**config.mk**
```make
export PLATFORM = sky130hd
export DESIGN_NAME = preemptive_priority_task_picker_flat
export DESIGN_NICKNAME = d
export VERILOG_FILES = /design/src/design/pptp_pkg.sv /design/src/design/pptp_if.sv /design/src/design/preemptive_priority_task_picker.sv /design/src/design/pptp_ctrl.sv /design/src/design/pptp_dp.sv /design/src/flat_wrapper.sv
export SDC_FILE = /design/constraint.sdc
export NUM_CORES = 1
export LEC_CHECK = 0
export ABC_AREA = 1
export BUFFER_PORTS_ARGS = -buffer_cell sky130_fd_sc_hd__buf_2
export CAP_MARGIN = 15
export CORE_MARGIN = 10
export CORE_UTILIZATION = 30
export DETAILED_ROUTE_END_ITERATION = 8
export PLACE_DENSITY_LB_ADDON = 0.08
export SLEW_MARGIN = 20
export SYNTH_ARGS = -nofsm -noshare
export SYNTH_HDL_FRONTEND = slang
export SYNTH_SLANG_ARGS = --single-unit
```
**constraint.sdc**
```tcl
create_clock -name clk -period 8.38 [get_ports clk]
set_input_delay 1.676 -clock clk [delete_from_list [all_inputs] [get_ports clk]]
set_output_delay 1.676 -clock clk [all_outputs]
set_load 0.02 [all_outputs]
```
**src/design/pptp_pkg.sv**
```systemverilog
// Shared types and constants for the preemptive priority task picker.
package pptp_pkg;

	// Ready queue geometry
	localparam int QUEUE_DEPTH = 16;
	localparam int IDX_W       = $clog2(QUEUE_DEPTH);
	localparam int SCAN_W      = IDX_W + 1;
	localparam int CNT_W       = $clog2(QUEUE_DEPTH + 1);

	// Field widths
	localparam int ID_W    = 16;
	localparam int PRIO_W  = 16;
	localparam int STAMP_W = 32;
	localparam int QCNT_W  = 5;

	// Item kinds
	localparam logic KIND_ADD    = 1'b0;
	localparam logic KIND_DECIDE = 1'b1;

	// Decision codes
	typedef enum logic [1:0] {
		DEC_NONE    = 2'd0,
		DEC_ASSIGN  = 2'd1,
		DEC_PREEMPT = 2'd2
	} dec_t;

	// Input item
	typedef struct packed {
		logic              kind;
		logic [ID_W-1:0]   task_id;
		logic [PRIO_W-1:0] task_priority;
		logic              running_valid;
		logic [ID_W-1:0]   running_id;
		logic [PRIO_W-1:0] running_priority;
	} req_item_t;

	// Result item
	typedef struct packed {
		logic [1:0]        decision;
		logic [ID_W-1:0]   assign_id;
		logic [ID_W-1:0]   resign_id;
		logic              queue_full_drop;
		logic [QCNT_W-1:0] queue_count;
	} rsp_item_t;

	// One queue slot
	typedef struct packed {
		logic [ID_W-1:0]    task_id;
		logic [PRIO_W-1:0]  prio;
		logic [STAMP_W-1:0] stamp;
	} slot_t;

	// Controller to datapath commands
	typedef struct packed {
		logic load;
		logic add;
		logic scan;
		logic decide;
		logic push;
	} cmd_t;

	// Datapath to controller status
	typedef struct packed {
		logic scan_done;
	} stat_t;

endpackage

```
**src/design/pptp_if.sv**
```systemverilog
// Valid/ready channel interfaces for request and result items.
interface pptp_req_if import pptp_pkg::*; ();
	logic      valid;
	logic      ready;
	req_item_t item;

	modport source (output valid, output item, input ready);
	modport sink   (input valid, input item, output ready);
endinterface

interface pptp_rsp_if import pptp_pkg::*; ();
	logic      valid;
	logic      ready;
	rsp_item_t item;

	modport source (output valid, output item, input ready);
	modport sink   (input valid, input item, output ready);
endinterface

```
**src/design/preemptive_priority_task_picker.sv**
```systemverilog
// Top level of the preemptive priority task picker.
//
//   channel  dir  handshake          payload
//   req      in   req.valid/ready    kind, task_id, task_priority, running_*
//   rsp      out  rsp.valid/ready    decision, assign_id, resign_id, drop, count
//
// An add item is latched on acceptance, handled in the add step, then pushed to the
// output register. A decide item is scanned by the single read port, one slot per
// cycle; the read and compare stage drains, then a pick step and a push step follow.
// One item is in work at a time; a new item is accepted while the previous
// result waits in the output register. A stalled rsp holds the block in its
// final step. Reset empties the queue and clears the arrival stamp at once.
module preemptive_priority_task_picker import pptp_pkg::*; (
	input logic         clk,
	input logic         arst_n,
	pptp_req_if.sink    req,
	pptp_rsp_if.source  rsp
);

	cmd_t  cmd;
	stat_t stat;

	// Sequencer
	pptp_ctrl u_ctrl (
		.clk       (clk),
		.arst_n    (arst_n),
		.in_valid  (req.valid),
		.in_kind   (req.item.kind),
		.in_ready  (req.ready),
		.out_ready (rsp.ready),
		.out_valid (rsp.valid),
		.stat      (stat),
		.cmd       (cmd)
	);

	// Queue storage and compare logic
	pptp_dp u_dp (
		.clk      (clk),
		.arst_n   (arst_n),
		.cmd      (cmd),
		.stat     (stat),
		.in_item  (req.item),
		.out_item (rsp.item)
	);

endmodule

```
**src/design/pptp_ctrl.sv**
```systemverilog
// Task picker sequencing state machine: accept, add or scan then pick, result push.
module pptp_ctrl import pptp_pkg::*; (
	input  logic  clk,
	input  logic  arst_n,
	input  logic  in_valid,
	input  logic  in_kind,
	output logic  in_ready,
	input  logic  out_ready,
	output logic  out_valid,
	input  stat_t stat,
	output cmd_t  cmd
);

	typedef enum logic [4:0] {
		S_IDLE = 5'b00001,
		S_ADD  = 5'b00010,
		S_SCAN = 5'b00100,
		S_PICK = 5'b01000,
		S_DONE = 5'b10000
	} state_t;

	state_t state_q, state_d;
	logic   out_valid_q;
	logic   accept;

	// Handshakes and commands
	always_comb begin
		in_ready   = (state_q == S_IDLE);
		accept     = in_valid && in_ready;
		cmd.load   = accept;
		cmd.add    = (state_q == S_ADD);
		cmd.scan   = (state_q == S_SCAN);
		cmd.decide = (state_q == S_PICK);
		cmd.push   = (state_q == S_DONE) && (!out_valid_q || out_ready);
	end

	assign out_valid = out_valid_q;

	// Next state
	always_comb begin
		state_d = state_q;
		case (state_q)
			S_IDLE: begin
				if (accept) begin
					state_d = (in_kind == KIND_DECIDE) ? S_SCAN : S_ADD;
				end
			end
			S_ADD:  state_d = S_DONE;
			S_SCAN: begin
				if (stat.scan_done) begin
					state_d = S_PICK;
				end
			end
			S_PICK: state_d = S_DONE;
			S_DONE: begin
				if (cmd.push) begin
					state_d = S_IDLE;
				end
			end
			default: state_d = S_IDLE;
		endcase
	end

	// State and output-valid registers
	always_ff @(posedge clk or negedge arst_n) begin
		if (!arst_n) begin
			state_q     <= S_IDLE;
			out_valid_q <= 1'b0;
		end else begin
			state_q <= state_d;
			if (cmd.push) begin
				out_valid_q <= 1'b1;
			end else if (out_ready) begin
				out_valid_q <= 1'b0;
			end
		end
	end

endmodule

```
**src/design/pptp_dp.sv**
```systemverilog
// Datapath: slot memory, valid bits, urgency scan, add/decide update, result registers.
module pptp_dp import pptp_pkg::*; (
	input  logic      clk,
	input  logic      arst_n,
	input  cmd_t      cmd,
	output stat_t     stat,
	input  req_item_t in_item,
	output rsp_item_t out_item
);

	// Slot memory and occupancy
	slot_t                mem [QUEUE_DEPTH];
	logic [QUEUE_DEPTH-1:0] valid_q;
	logic [CNT_W-1:0]     count_q;
	logic [STAMP_W-1:0]   next_stamp_q;

	// Latched item and result staging
	req_item_t itm_q;
	rsp_item_t res_q;
	rsp_item_t out_q;

	// Scan pipeline
	logic [SCAN_W-1:0] scan_cnt_q;
	logic              pend_s1;
	logic              vld_s1;
	logic [IDX_W-1:0]  idx_s1;
	slot_t             rd_s1;
	logic              best_found_q;
	slot_t             best_q;
	logic [IDX_W-1:0]  best_idx_q;

	logic              full;
	logic [IDX_W-1:0]  free_idx;
	logic              rd_en;
	logic [IDX_W-1:0]  rd_idx;
	logic              better;
	dec_t              dec;
	logic [ID_W-1:0]   assign_id;
	logic [ID_W-1:0]   resign_id;
	logic              preempt;
	logic              take;
	logic              mem_we;
	logic [IDX_W-1:0]  mem_wa;
	slot_t             mem_wd;
	logic [CNT_W-1:0]  count_d;

	assign full = (count_q == CNT_W'(QUEUE_DEPTH));

	// Lowest free slot
	always_comb begin
		free_idx = '0;
		for (int i = QUEUE_DEPTH - 1; i >= 0; i--) begin
			if (!valid_q[i]) begin
				free_idx = IDX_W'(i);
			end
		end
	end

	// Scan read address and compare
	assign rd_en  = cmd.scan && (scan_cnt_q != SCAN_W'(QUEUE_DEPTH));
	assign rd_idx = scan_cnt_q[IDX_W-1:0];
	assign stat.scan_done = (scan_cnt_q == SCAN_W'(QUEUE_DEPTH)) && !pend_s1;

	// Strictly more urgent keeps the earlier slot on a full tie
	assign better = !best_found_q || (rd_s1.prio < best_q.prio) ||
		((rd_s1.prio == best_q.prio) && (rd_s1.stamp < best_q.stamp));

	// Decision on the scanned top task
	always_comb begin
		dec       = DEC_NONE;
		assign_id = '0;
		resign_id = '0;
		preempt   = 1'b0;
		take      = 1'b0;
		if (best_found_q) begin
			assign_id = best_q.task_id;
			if (itm_q.running_valid) begin
				if (itm_q.running_priority > best_q.prio) begin
					dec       = DEC_PREEMPT;
					resign_id = itm_q.running_id;
					preempt   = 1'b1;
				end
			end else begin
				dec  = DEC_ASSIGN;
				take = 1'b1;
			end
		end
	end

	// Memory write port: add into free slot or reinsert preempted task
	always_comb begin
		mem_we = (cmd.add && !full) || (cmd.decide && preempt);
		if (cmd.add) begin
			mem_wa = free_idx;
			mem_wd = '{task_id: itm_q.task_id, prio: itm_q.task_priority,
				stamp: next_stamp_q};
		end else begin
			mem_wa = best_idx_q;
			mem_wd = '{task_id: itm_q.running_id, prio: itm_q.running_priority,
				stamp: '0};
		end
	end

	// Queue count after the item
	always_comb begin
		count_d = count_q;
		if (cmd.add && !full) begin
			count_d = count_q + CNT_W'(1);
		end else if (cmd.decide && take) begin
			count_d = count_q - CNT_W'(1);
		end
	end

	// Slot memory
	always_ff @(posedge clk) begin
		if (mem_we) begin
			mem[mem_wa] <= mem_wd;
		end
		if (rd_en) begin
			rd_s1 <= mem[rd_idx];
		end
	end

	// Control state
	always_ff @(posedge clk or negedge arst_n) begin
		if (!arst_n) begin
			valid_q      <= '0;
			count_q      <= '0;
			next_stamp_q <= '0;
			scan_cnt_q   <= '0;
			pend_s1      <= 1'b0;
			best_found_q <= 1'b0;
		end else begin
			count_q <= count_d;
			pend_s1 <= rd_en;
			if (cmd.load) begin
				scan_cnt_q   <= '0;
				best_found_q <= 1'b0;
			end else begin
				if (rd_en) begin
					scan_cnt_q <= scan_cnt_q + SCAN_W'(1);
				end
				if (pend_s1 && vld_s1 && better) begin
					best_found_q <= 1'b1;
				end
			end
			if (cmd.add && !full) begin
				valid_q[free_idx] <= 1'b1;
				next_stamp_q      <= next_stamp_q + STAMP_W'(1);
			end
			if (cmd.decide && take) begin
				valid_q[best_idx_q] <= 1'b0;
			end
		end
	end

	// Payload registers
	always_ff @(posedge clk) begin
		if (cmd.load) begin
			itm_q <= in_item;
		end
		if (rd_en) begin
			vld_s1 <= valid_q[rd_idx];
			idx_s1 <= rd_idx;
		end
		if (pend_s1 && vld_s1 && better) begin
			best_q     <= rd_s1;
			best_idx_q <= idx_s1;
		end
		if (cmd.add) begin
			res_q.decision        <= DEC_NONE;
			res_q.assign_id       <= '0;
			res_q.resign_id       <= '0;
			res_q.queue_full_drop <= full;
			res_q.queue_count     <= QCNT_W'(count_d);
		end else if (cmd.decide) begin
			res_q.decision        <= dec;
			res_q.assign_id       <= assign_id;
			res_q.resign_id       <= resign_id;
			res_q.queue_full_drop <= 1'b0;
			res_q.queue_count     <= QCNT_W'(count_d);
		end
		if (cmd.push) begin
			out_q <= res_q;
		end
	end

	assign out_item = out_q;

endmodule

```
**src/flat_wrapper.sv**
```systemverilog
// flat-port wrapper written by rule: the top's interface ports become plain ports
module preemptive_priority_task_picker_flat import pptp_pkg::*;
  (clk, arst_n, req_valid, req_item, req_ready, rsp_valid, rsp_item, rsp_ready);
  pptp_req_if req_i ();
  pptp_rsp_if rsp_i ();
  input logic clk;
  input logic arst_n;
  input wire logic [$bits(req_i.valid)-1:0] req_valid;
  input wire logic [$bits(req_i.item)-1:0] req_item;
  output wire logic [$bits(req_i.ready)-1:0] req_ready;
  output wire logic [$bits(rsp_i.valid)-1:0] rsp_valid;
  output wire logic [$bits(rsp_i.item)-1:0] rsp_item;
  input wire logic [$bits(rsp_i.ready)-1:0] rsp_ready;
  assign req_i.valid = req_valid;
  assign req_i.item = req_item;
  assign req_ready = req_i.ready;
  assign rsp_valid = rsp_i.valid;
  assign rsp_item = rsp_i.item;
  assign rsp_i.ready = rsp_ready;
  preemptive_priority_task_picker u_core (.clk(clk), .arst_n(arst_n), .req(req_i), .rsp(rsp_i));
endmodule
```
==> results of run 1 <==
-- final cells by class --
type	instances	area [um2]
antenna	3	7.51
clock buffer	209	4290
clock inverter	80	634
fill	17302	115000
inverter	162	626
multi-input combinational	2261	11600
sequential	1372	40500
tap	2340	2930
timing repair buffer	181	1220
-- flip-flops by register name, indices dropped and copies added, names as in the netlist --
| signal | cells |
|---|---|
| u_core.u_ctrl.out_valid | 1 |
| u_core.u_ctrl.state_q | 5 |
| u_core.u_dp.best_found_q | 1 |
| u_core.u_dp.best_idx_q | 4 |
| u_core.u_dp.best_q | 64 |
| u_core.u_dp.count_q | 5 |
| u_core.u_dp.idx_s1 | 4 |
| u_core.u_dp.itm_q | 65 |
| u_core.u_dp.mem | 1024 |
| u_core.u_dp.next_stamp_q | 32 |
| u_core.u_dp.out_item | 40 |
| u_core.u_dp.pend_s1 | 1 |
| u_core.u_dp.rd_s1 | 64 |
| u_core.u_dp.res_q | 40 |
| u_core.u_dp.scan_cnt_q | 5 |
| u_core.u_dp.valid_q | 16 |
| u_core.u_dp.vld_s1 | 1 |
-- through the flow --
step / worst slack [ps] / cells / hold slack, ps / utilization / power (mW)
3_5_place_dp: 2450 / 6316 / 406 / 0.323 / 12.5
5_1_grt: 2400 / 6606 / 423 / 0.351 / 19.9
3_3_place_gp: 2380 / 6314 / 401 / 0.322 / 12.6
2_1_floorplan: 2800 / 4014 / 400 / - / 10.8
6_report: 2720 / 6608 / 417 / 0.351 / 18.9
4_1_cts: 2420 / 6605 / 419 / 0.351 / 19.3
-- metal layers --
layer | track usage | vias up | part of all wire
met5 | 0 | - | 0
met4 | 0.0471 | 0 | 0.026
met3 | 0.0266 | 215 | 0.038
met2 | 0.262 | 669 | 0.46
met1 | 0.229 | 16611 | 0.47
li1 | - | 14976 | -
-- path summary, 6_finish.rpt --
kind | start | endpoint | slack, ps
setup / recovery | u_core.u_dp.itm_q[3]$_DFFE_PP_ | u_core.u_dp.mem[6][12]$_DFFE_PP_ | 2720
hold / removal | u_core.u_dp.rd_s1[60]$_DFFE_PP_ | u_core.u_dp.best_q[60]$_DFFE_PP_ | 420
setup reg to reg | u_core.u_dp.itm_q[3]$_DFFE_PP_ | u_core.u_dp.mem[6][12]$_DFFE_PP_ | 2720
hold reg to reg | u_core.u_dp.rd_s1[60]$_DFFE_PP_ | u_core.u_dp.best_q[60]$_DFFE_PP_ | 420
max in group asynchronous | arst_n | u_core.u_dp.scan_cnt_q[0]$_DFFE_PN0P_ | 6820
min in group asynchronous | arst_n | u_core.u_dp.next_stamp_q[29]$_DFFE_PN0P_ | 930
-- cells in the final DEF (no fill, tap or decap), types with 6 or more instances in the layout --
cell type,netlist,final
o21ai_0,549,549
clkbuf_8,0,8
a21oi_1,41,40
nor2_4,5,28
inv_1,156,153
clkinv_1,0,33
nor2_1,617,575
nand3_1,42,42
buf_12,0,9
o22ai_1,258,258
a22o_1,29,29
a31oi_1,7,7
buf_2,2,110
nand2_1,455,455
inv_2,6,6
buf_4,0,59
nor3_1,20,20
clkbuf_1,214,40
edfxtp_1,1272,1272
clkbuf_16,0,161
xor2_1,35,35
nand4_1,83,83
bufinv_16,0,6
nor4_1,13,11
dfrtp_1,65,63
nor2_2,0,19
clkinv_2,0,25
dfxtp_1,34,34
ha_1,68,68
-- power by group --
group | switching, mW | total [mW] | internal (mW)
Combinational | 2.97 | 3.87 | 0.905
Sequential | 0.203 | 8.44 | 8.24
Clock | 2.84 | 6.63 | 3.79
Total | 6.01 | 18.9 | 12.9
-- worst max-delay path, stage by stage, from the launching register on --
cell	delay [ps]
edfxtp_1	390
ha_1	340
nand3_1	150
o211ai_1	300
nand2_1	90
o211a_1	160
o21ai_0	570
nand4_1	710
nand2_1	380
nand3_1	390
nor2_4	890
buf_4	850
-- logic make-up (layout without fill, tap and decap cells) --
logic type	count (synthesis)	count (layout)	synth area share
AO/OA/AOI/OAI	907	907	0.0947
XOR/XNOR	36	36	0.00591
adder cells (fa/ha/maj)	68	68	0.0159
buffers and inverters	381	632	0.0268
flip-flops	1372	1372	0.760
other	0	3	0
AND/OR/NAND/NOR	1250	1250	0.0970
==> flow_summary.ini, run 1 <==
[status]
status = completed

[synth]
synth_enable_flop_cells = 1272
synthesis.yosys.warnings = 0
synth_commonest_cells = 1272 x edfxtp_1, 617 x nor2_1, 549 x o21ai_0, 455 x nand2_1, 258 x o22ai_1
postSynthRegisterBits = 1372
postSynthCellCount = 4014
synth_seq_area_share = 0.760
synthesis.area_per_instance_um2 = 13.3
post_synth_top_area_share = 0.716
synth.most_common_cell = edfxtp_1
synth_cell_types = 46
synth_flop_cell = edfxtp_1
netlist.top_cell.by_area = edfxtp_1
net_count_of_the_mapped_netlist = 4152
yosys-top-cells-area = edfxtp_1 72%, o21ai_0 5.1%, nor2_1 4.3%, nand2_1 3.2%, dfrtp_1 3.0%
mappedNetlistArea_um2 = 53400
asyncSetResetFlopFracSynth = 0.0481

[sta]
tightestPinTransition_ps = 1110
max_clock_freq_mhz = 177
max-slew-margin-rel = 0.261
setup_viol_count_final = 0
final.setup.tns_ps = 0
slew_violations = 0
fin_skew_ps = 25.8
finalHoldViolCount = 0
finalWorstPathRequiredPeriod_ps = 5660
final_min_period_over_clock_period = 0.675
unrepaired_setup_endpoints_after_global_routing = false

[clock_tree]
cts-buffers-inserted = 158
clk_transition_reported_paths_ps = 60
tritoncts_clock_tree = done
numClockSinks = 1372
insertion_delay_ps = 800
h-tree-depth = 4
post-cts-setup-buffer-count = 0
cts-hold-fix-buffers = 0
post_cts_resize_count = 0
clock_tree.buffer_depth = 3
clock-root-buffer = clkbuf_16

[global_route]
gr-usage-all-layers = 0.164
grt_pass1_vias = 32825
grt_overflow = 0
grt_pass1_wl_um = 239000
antenna_found_initial = 4
grt_max_degree = 174

[setup_path]
timing_worst_setup_path_type = flop to flop
required_ps = 8780
arrival_ps = 6060
sort_of_element_at_the_end_of_the_critical_path = flop
worst-path-max-fanout = 42
rr_worst_depth = 11
startpoint_type = flop

[power]
power_density_nw_per_um2 = 306
leakage_nw = 20.5
ir_worst_vdd_mv = 0.214

[cells_and_area]
post_route_cells_drive_above_1_share = 0.111
finish.instance_area_um2 = 61900
nNetsFinal = 4274
syn2layout_area_growth_pct = 16.0

[floorplan]
die_area_um2 = 195000
die-width_um = 442
floorplan.rows = 154
floorplan.core_area_um2 = 176000
initial_utilization = 0.302
dieHeight_um = 442
io_pins = 112

[hold_path]
worst_hold_path.num_cells = 0
min_path_type = flop to flop

[route]
antenna_nets_post_route = 0
routed_wire_length_per_instance_um = 24.9
drt_drc_violations_left = 0
detailroute.via_count = 32471
wirelength_um = 164000
drt_iter0_markers = 2431
drt-vias-per-instance = 4.91
first_pass_iters = 5

[placed_design]
detailed_place.area_um2 = 56900
routabilityCongestion = 0.733
post-dp-hpwl_um = 92600
port_buffers = 111

[flow_run]
max_cap_violations = 0
Note: power is estimated with default switching activity, not from simulation.
==> inputs of run 2 (changes only) <==
clock period = 5.6 ns   (was 8.38 ns; I/O delays follow)
==> flow_summary.ini, run 2 (synthesis gave the netlist of run 1 again) <==
[power]
netSwitchingPower_mw = 8.81
leakage_nw = 20.6
sw_frac_of_total = 0.313
logic_gate_share_of_total_power = 0.204
intPower_mw = 19.3
ir_worst_vdd_mv = 0.263
power_density_nw_per_um2 = 454
p_seq_frac = 0.450
power_frac_clock = 0.346

[route]
drt_iter0_markers = 2309
wirelength_um = 159000
drt_drc_violations_left = 0
detailroute.via_count = 32251
drt-vias-per-instance = 4.87
antenna_nets_post_route = 0
first_pass_iters = 5
routed_wire_length_per_instance_um = 24.1

[setup_path]
ff2ff_setup_slack_ps = 1540
required_ps = 6060
timing.rr.end = u_core.u_dp.mem[1][45]$_DFFE_PP_
worst-path-max-fanout = 20
timing_worst_setup_path_type = flop to flop
arrival_ps = 4520
rr_worst_depth = 11
worstReg2RegStart = u_core.u_ctrl.state_q[1]$_DFFE_PN0P_
sort_of_element_at_the_end_of_the_critical_path = flop
startpoint_type = flop

[clock_tree]
tritoncts_clock_tree = done
clock_tree.buffer_depth = 3
cts-hold-fix-buffers = 0
h-tree-depth = 4
numClockSinks = 1372
insertion_delay_ps = 780
post_cts_resize_count = 0
post-cts-setup-buffer-count = 0
clk_transition_reported_paths_ps = 60
clock-root-buffer = clkbuf_16
cts-buffers-inserted = 159

[cells_and_area]
largest_register_ffs = 1024
top_regs = u_core.u_dp.mem: 1024 flops, u_core.u_dp.itm_q: 65 flops
most-common-layout-cells = 1272 x edfxtp_1, 584 x nor2_1, 549 x o21ai_0
syn2layout_area_growth_pct = 16.2
nNetsFinal = 4296
max_flop_register = u_core.u_dp.mem
post_route_cells_drive_above_1_share = 0.110
layout.cells.most_common = edfxtp_1

[sta]
max-slew-margin-rel = 0.272
setup_viol_count_final = 0
fin_skew_ps = 36.1
max_clock_freq_mhz = 247
finalWorstPathRequiredPeriod_ps = 4060
final.setup.tns_ps = 0
tightestPinTransition_ps = 1090
worst_path_setup_slack_after_routing_ps = 1540
finalHoldViolCount = 0
final_min_period_over_clock_period = 0.724
slew_violations = 0
unrepaired_setup_endpoints_after_global_routing = false

[floorplan]
die-width_um = 442
dieHeight_um = 442
floorplan.core_area_um2 = 176000
die_area_um2 = 195000
io_pins = 112
initial_utilization = 0.302
floorplan.rows = 154

[flow_run]
max_cap_violations = 0

[status]
status = completed

[global_route]
antenna_found_initial = 11
grt_pass1_vias = 32763
grt_pass1_wl_um = 234000
gr-usage-all-layers = 0.159
grt_overflow = 0
grt_max_degree = 175

[placed_design]
place_worst_setup_slack_ps = 1490
post-dp-hpwl_um = 89300
port_buffers = 111
routabilityCongestion = 0.724

[hold_path]
min_path_type = primary input to async pin
[run 2: stage by stage]
step / power (mW) / area (um2) / util / hold WS (ps) / cells
after floorplan: 16.2 / 53400 / - / 400 / 4014
after global placement: 18.8 / 57200 / 0.324 / 402 / 6337
after detailed placement: 18.8 / 57200 / 0.324 / 405 / 6337
after CTS: 28.7 / 62000 / 0.351 / 162 / 6624
after global routing: 29.6 / 62000 / 0.351 / 185 / 6625
final: 28.1 / 62000 / 0.351 / 225 / 6625
[run 2: power groups by stage]
stage | Combinational, mW | Clock, mW | Sequential [mW]
2_1_floorplan | 3.44 | 0 | 12.7
3_3_place_gp | 5.97 | 0 | 12.9
3_5_place_dp | 5.93 | 0 | 12.9
4_1_cts | 5.94 | 10.1 | 12.7
5_1_grt | 6.40 | 10.5 | 12.7
6_report | 5.73 | 9.74 | 12.7
[run 2: how the worst max path moves through the flow]
stage | from | to | slack [ps] | cells after the start
after global placement | u_core.u_ctrl.state_q[1]$_DFFE_PN0P_ | u_core.u_dp.mem[1][39]$_DFFE_PP_ | 1400 | 11
after detailed placement | u_core.u_ctrl.state_q[1]$_DFFE_PN0P_ | u_core.u_dp.mem[6][41]$_DFFE_PP_ | 1490 | 11
after floorplan | u_core.u_dp.scan_cnt_q[0]$_DFFE_PN0P_ | u_core.u_dp.scan_cnt_q[4]$_DFFE_PN0P_ | 20 | 13
final | u_core.u_ctrl.state_q[1]$_DFFE_PN0P_ | u_core.u_dp.mem[1][45]$_DFFE_PP_ | 1540 | 11
after global routing | u_core.u_ctrl.state_q[1]$_DFFE_PN0P_ | u_core.u_dp.mem[1][41]$_DFFE_PP_ | 1250 | 11
after CTS | u_core.u_ctrl.state_q[1]$_DFFE_PN0P_ | u_core.u_dp.mem[1][45]$_DFFE_PP_ | 1450 | 11
[run 2: worst max-delay path: stages, from the launching register on]
cell     delay, ps
dfrtp_1        410
nor2_1         120
inv_1           80
nor4_1         490
inv_1          160
nor2_4         530
nand4_1        170
buf_4          240
nand2_1        140
nand3_1        330
nor2_4         710
buf_12         290
[run 2: area by class of cell]
cell class                 count  area [um2]
inverter                     162         626
fill                       17410      115000
clock buffer                 220        4340
antenna                        1        2.50
timing repair buffer         202        1490
tap                         2340        2930
multi-input combinational   2261       11600
sequential                  1372       40500
clock inverter                67         453
[run 2: per-layer routing]
layer	track usage	wire length (um)	part of all wire	vias up
li1	-	-	-	15019
met1	0.220	75300	0.47	16397
met2	0.260	75200	0.47	626
met3	0.0239	5590	0.035	207
met4	0.0408	3370	0.021	2
met5	0	7	0.000044	-
==> inputs of run 3 (changes only) <==
clock period = 3.3 ns   (was 5.6 ns; I/O delays follow)
==> flow_summary.ini, run 3 (synthesis gave the netlist of run 1 again) <==
[route]
antenna_nets_post_route = 0
wirelength_um = 165000
drt_drc_violations_left = 0
drt_iter0_markers = 2731
detailroute.via_count = 33152
drt-vias-per-instance = 4.87
first_pass_iters = 6
routed_wire_length_per_instance_um = 24.3

[cells_and_area]
fin_util = 0.364
largest_register_ffs = 1024
layoutNonFillerInstCount = 6812
post_route_cells_drive_above_1_share = 0.135
syn2layout_area_growth_pct = 20.5
max_flop_register = u_core.u_dp.mem
fillerInstances = 17070
antennaDiodeCount = 0
nNetsFinal = 4478
layout.cells.most_common = edfxtp_1
finish.instance_area_um2 = 64300
most-common-layout-cells = 1272 x edfxtp_1, 592 x nor2_1, 549 x o21ai_0
top_regs = u_core.u_dp.mem: 1024 flops, u_core.u_dp.itm_q: 65 flops

[floorplan]
floorplan.rows = 154
die-width_um = 442
io_pins = 112
initial_utilization = 0.302
die_area_um2 = 195000
dieHeight_um = 442
floorplan.core_area_um2 = 176000

[setup_path]
timing_worst_setup_path_type = flop to flop
required_ps = 3770
worst_path_dominant_cell_family = simple AND/OR/NAND/NOR gates
worst-path-max-fanout = 27
arrival_ps = 3520
cp_num_buf_inv = 3
critPathSlowestCell = edfxtp_1
startpoint_type = flop
worstPathCellList = ha_1 > nand3_1 > o211ai_1 > nand2_1 > o211a_1 > o21ai_0 > nand4_1 > buf_4 > nand2_1 > nand3_1 > buf_4 > nor2_4 > buf_12
sort_of_element_at_the_end_of_the_critical_path = flop
cp_slowest_stage_delay_ps = 380

[global_route]
antenna_found_initial = 5
grt_pass1_vias = 33494
grt_overflow = 0
gr-usage-all-layers = 0.163
grt_max_degree = 175
grt_pass1_wl_um = 240000

[sta]
max-slew-margin-rel = 0.335
finalWorstPathRequiredPeriod_ps = 3050
final_min_period_over_clock_period = 0.923
fin_worst_hold_slack_ps = 71.2
unrepaired_setup_endpoints_after_global_routing = false
worst_path_setup_slack_after_routing_ps = 254
final.setup.tns_ps = 0
fin_skew_ps = 30.5
max_clock_freq_mhz = 328
slew_violations = 0
setup_viol_count_final = 0
tightestPinTransition_ps = 998
finalHoldViolCount = 0

[clock_tree]
h-tree-depth = 4
clk_transition_reported_paths_ps = 60
numClockSinks = 1372
clock_tree.buffer_depth = 3
clock-root-buffer = clkbuf_16
insertion_delay_ps = 810
cts-buffers-inserted = 156
tritoncts_clock_tree = done

[placed_design]
detailed_place.area_um2 = 58400
place_worst_setup_slack_ps = 121
routabilityCongestion = 0.778
port_buffers = 111
post-dp-hpwl_um = 100000
placed_cells_incl_taps = 6444

[power]
power_density_nw_per_um2 = 764
power_after_layout_mw = 49.1
leakage_nw = 21.7
ir_worst_vdd_mv = 0.566

[hold_path]
min_path_type = primary input to flop

[flow_run]
max_cap_violations = 0

[status]
status = completed
==> run 3: power breakdown <==
group          internal [mW]  switching [mW]  leakage, nW
Clock                   9.86            7.28         2.46
Combinational           2.95            7.71         6.81
Sequential              20.9           0.455         12.5
==> run 3: worst paths after layout <==
path / cells past startpoint / to / startpoint / slack (ps)
worst min-delay path: 2 / u_core.u_ctrl.state_q[1]$_DFFE_PN0P_ / req_item[65] / 70
max in group asynchronous: 3 / u_core.u_dp.next_stamp_q[27]$_DFFE_PN0P_ / arst_n / 2140
worst max register to register: 13 / u_core.u_dp.mem[1][39]$_DFFE_PP_ / u_core.u_dp.itm_q[3]$_DFFE_PP_ / 250
min in group asynchronous: 2 / u_core.u_dp.next_stamp_q[6]$_DFFE_PN0P_ / arst_n / 490
worst max-delay path: 13 / u_core.u_dp.mem[1][39]$_DFFE_PP_ / u_core.u_dp.itm_q[3]$_DFFE_PP_ / 250
worst min register to register: 0 / u_core.u_dp.best_q[60]$_DFFE_PP_ / u_core.u_dp.rd_s1[60]$_DFFE_PP_ / 420
==> run 3: final cells by class <==
cell class | instances | area [um2] | area share
inverter | 162 | 626 | 0.00973
tap | 2340 | 2930 | 0.0455
clock inverter | 89 | 807 | 0.0126
clock buffer | 201 | 4190 | 0.0651
multi-input combinational | 2261 | 11600 | 0.180
timing repair buffer | 387 | 3630 | 0.0565
sequential | 1372 | 40500 | 0.630
==> run 3: worst register-to-register path, cell delays in order, from the launching register on <==
cell      delay (ps)
edfxtp_1         380
ha_1             340
nand3_1          140
o211ai_1         240
nand2_1           90
o211a_1          110
o21ai_0          180
nand4_1          100
buf_4            200
nand2_1          120
nand3_1           90
buf_4            180
nor2_4           280
buf_12           260
==> run 3: layer usage <==
| layer | share of wire | GRT usage | vias to the layer above | wire length [um] |
|---|---|---|---|---|
| li1 | - | - | 15392 | - |
| met1 | 0.47 | 0.225 | 16838 | 77000 |
| met2 | 0.48 | 0.268 | 736 | 78500 |
| met3 | 0.040 | 0.0250 | 186 | 6660 |
| met4 | 0.019 | 0.0403 | 0 | 3100 |
| met5 | 0 | 0 | - | 0 |
==> run 3: repair_timing <==
item	in CTS	in global routing
hold endpoints to repair	102	0
hold buffers	63	0
resized for setup	0	3
setup buffers	0	10
setup endpoints to repair	0	118
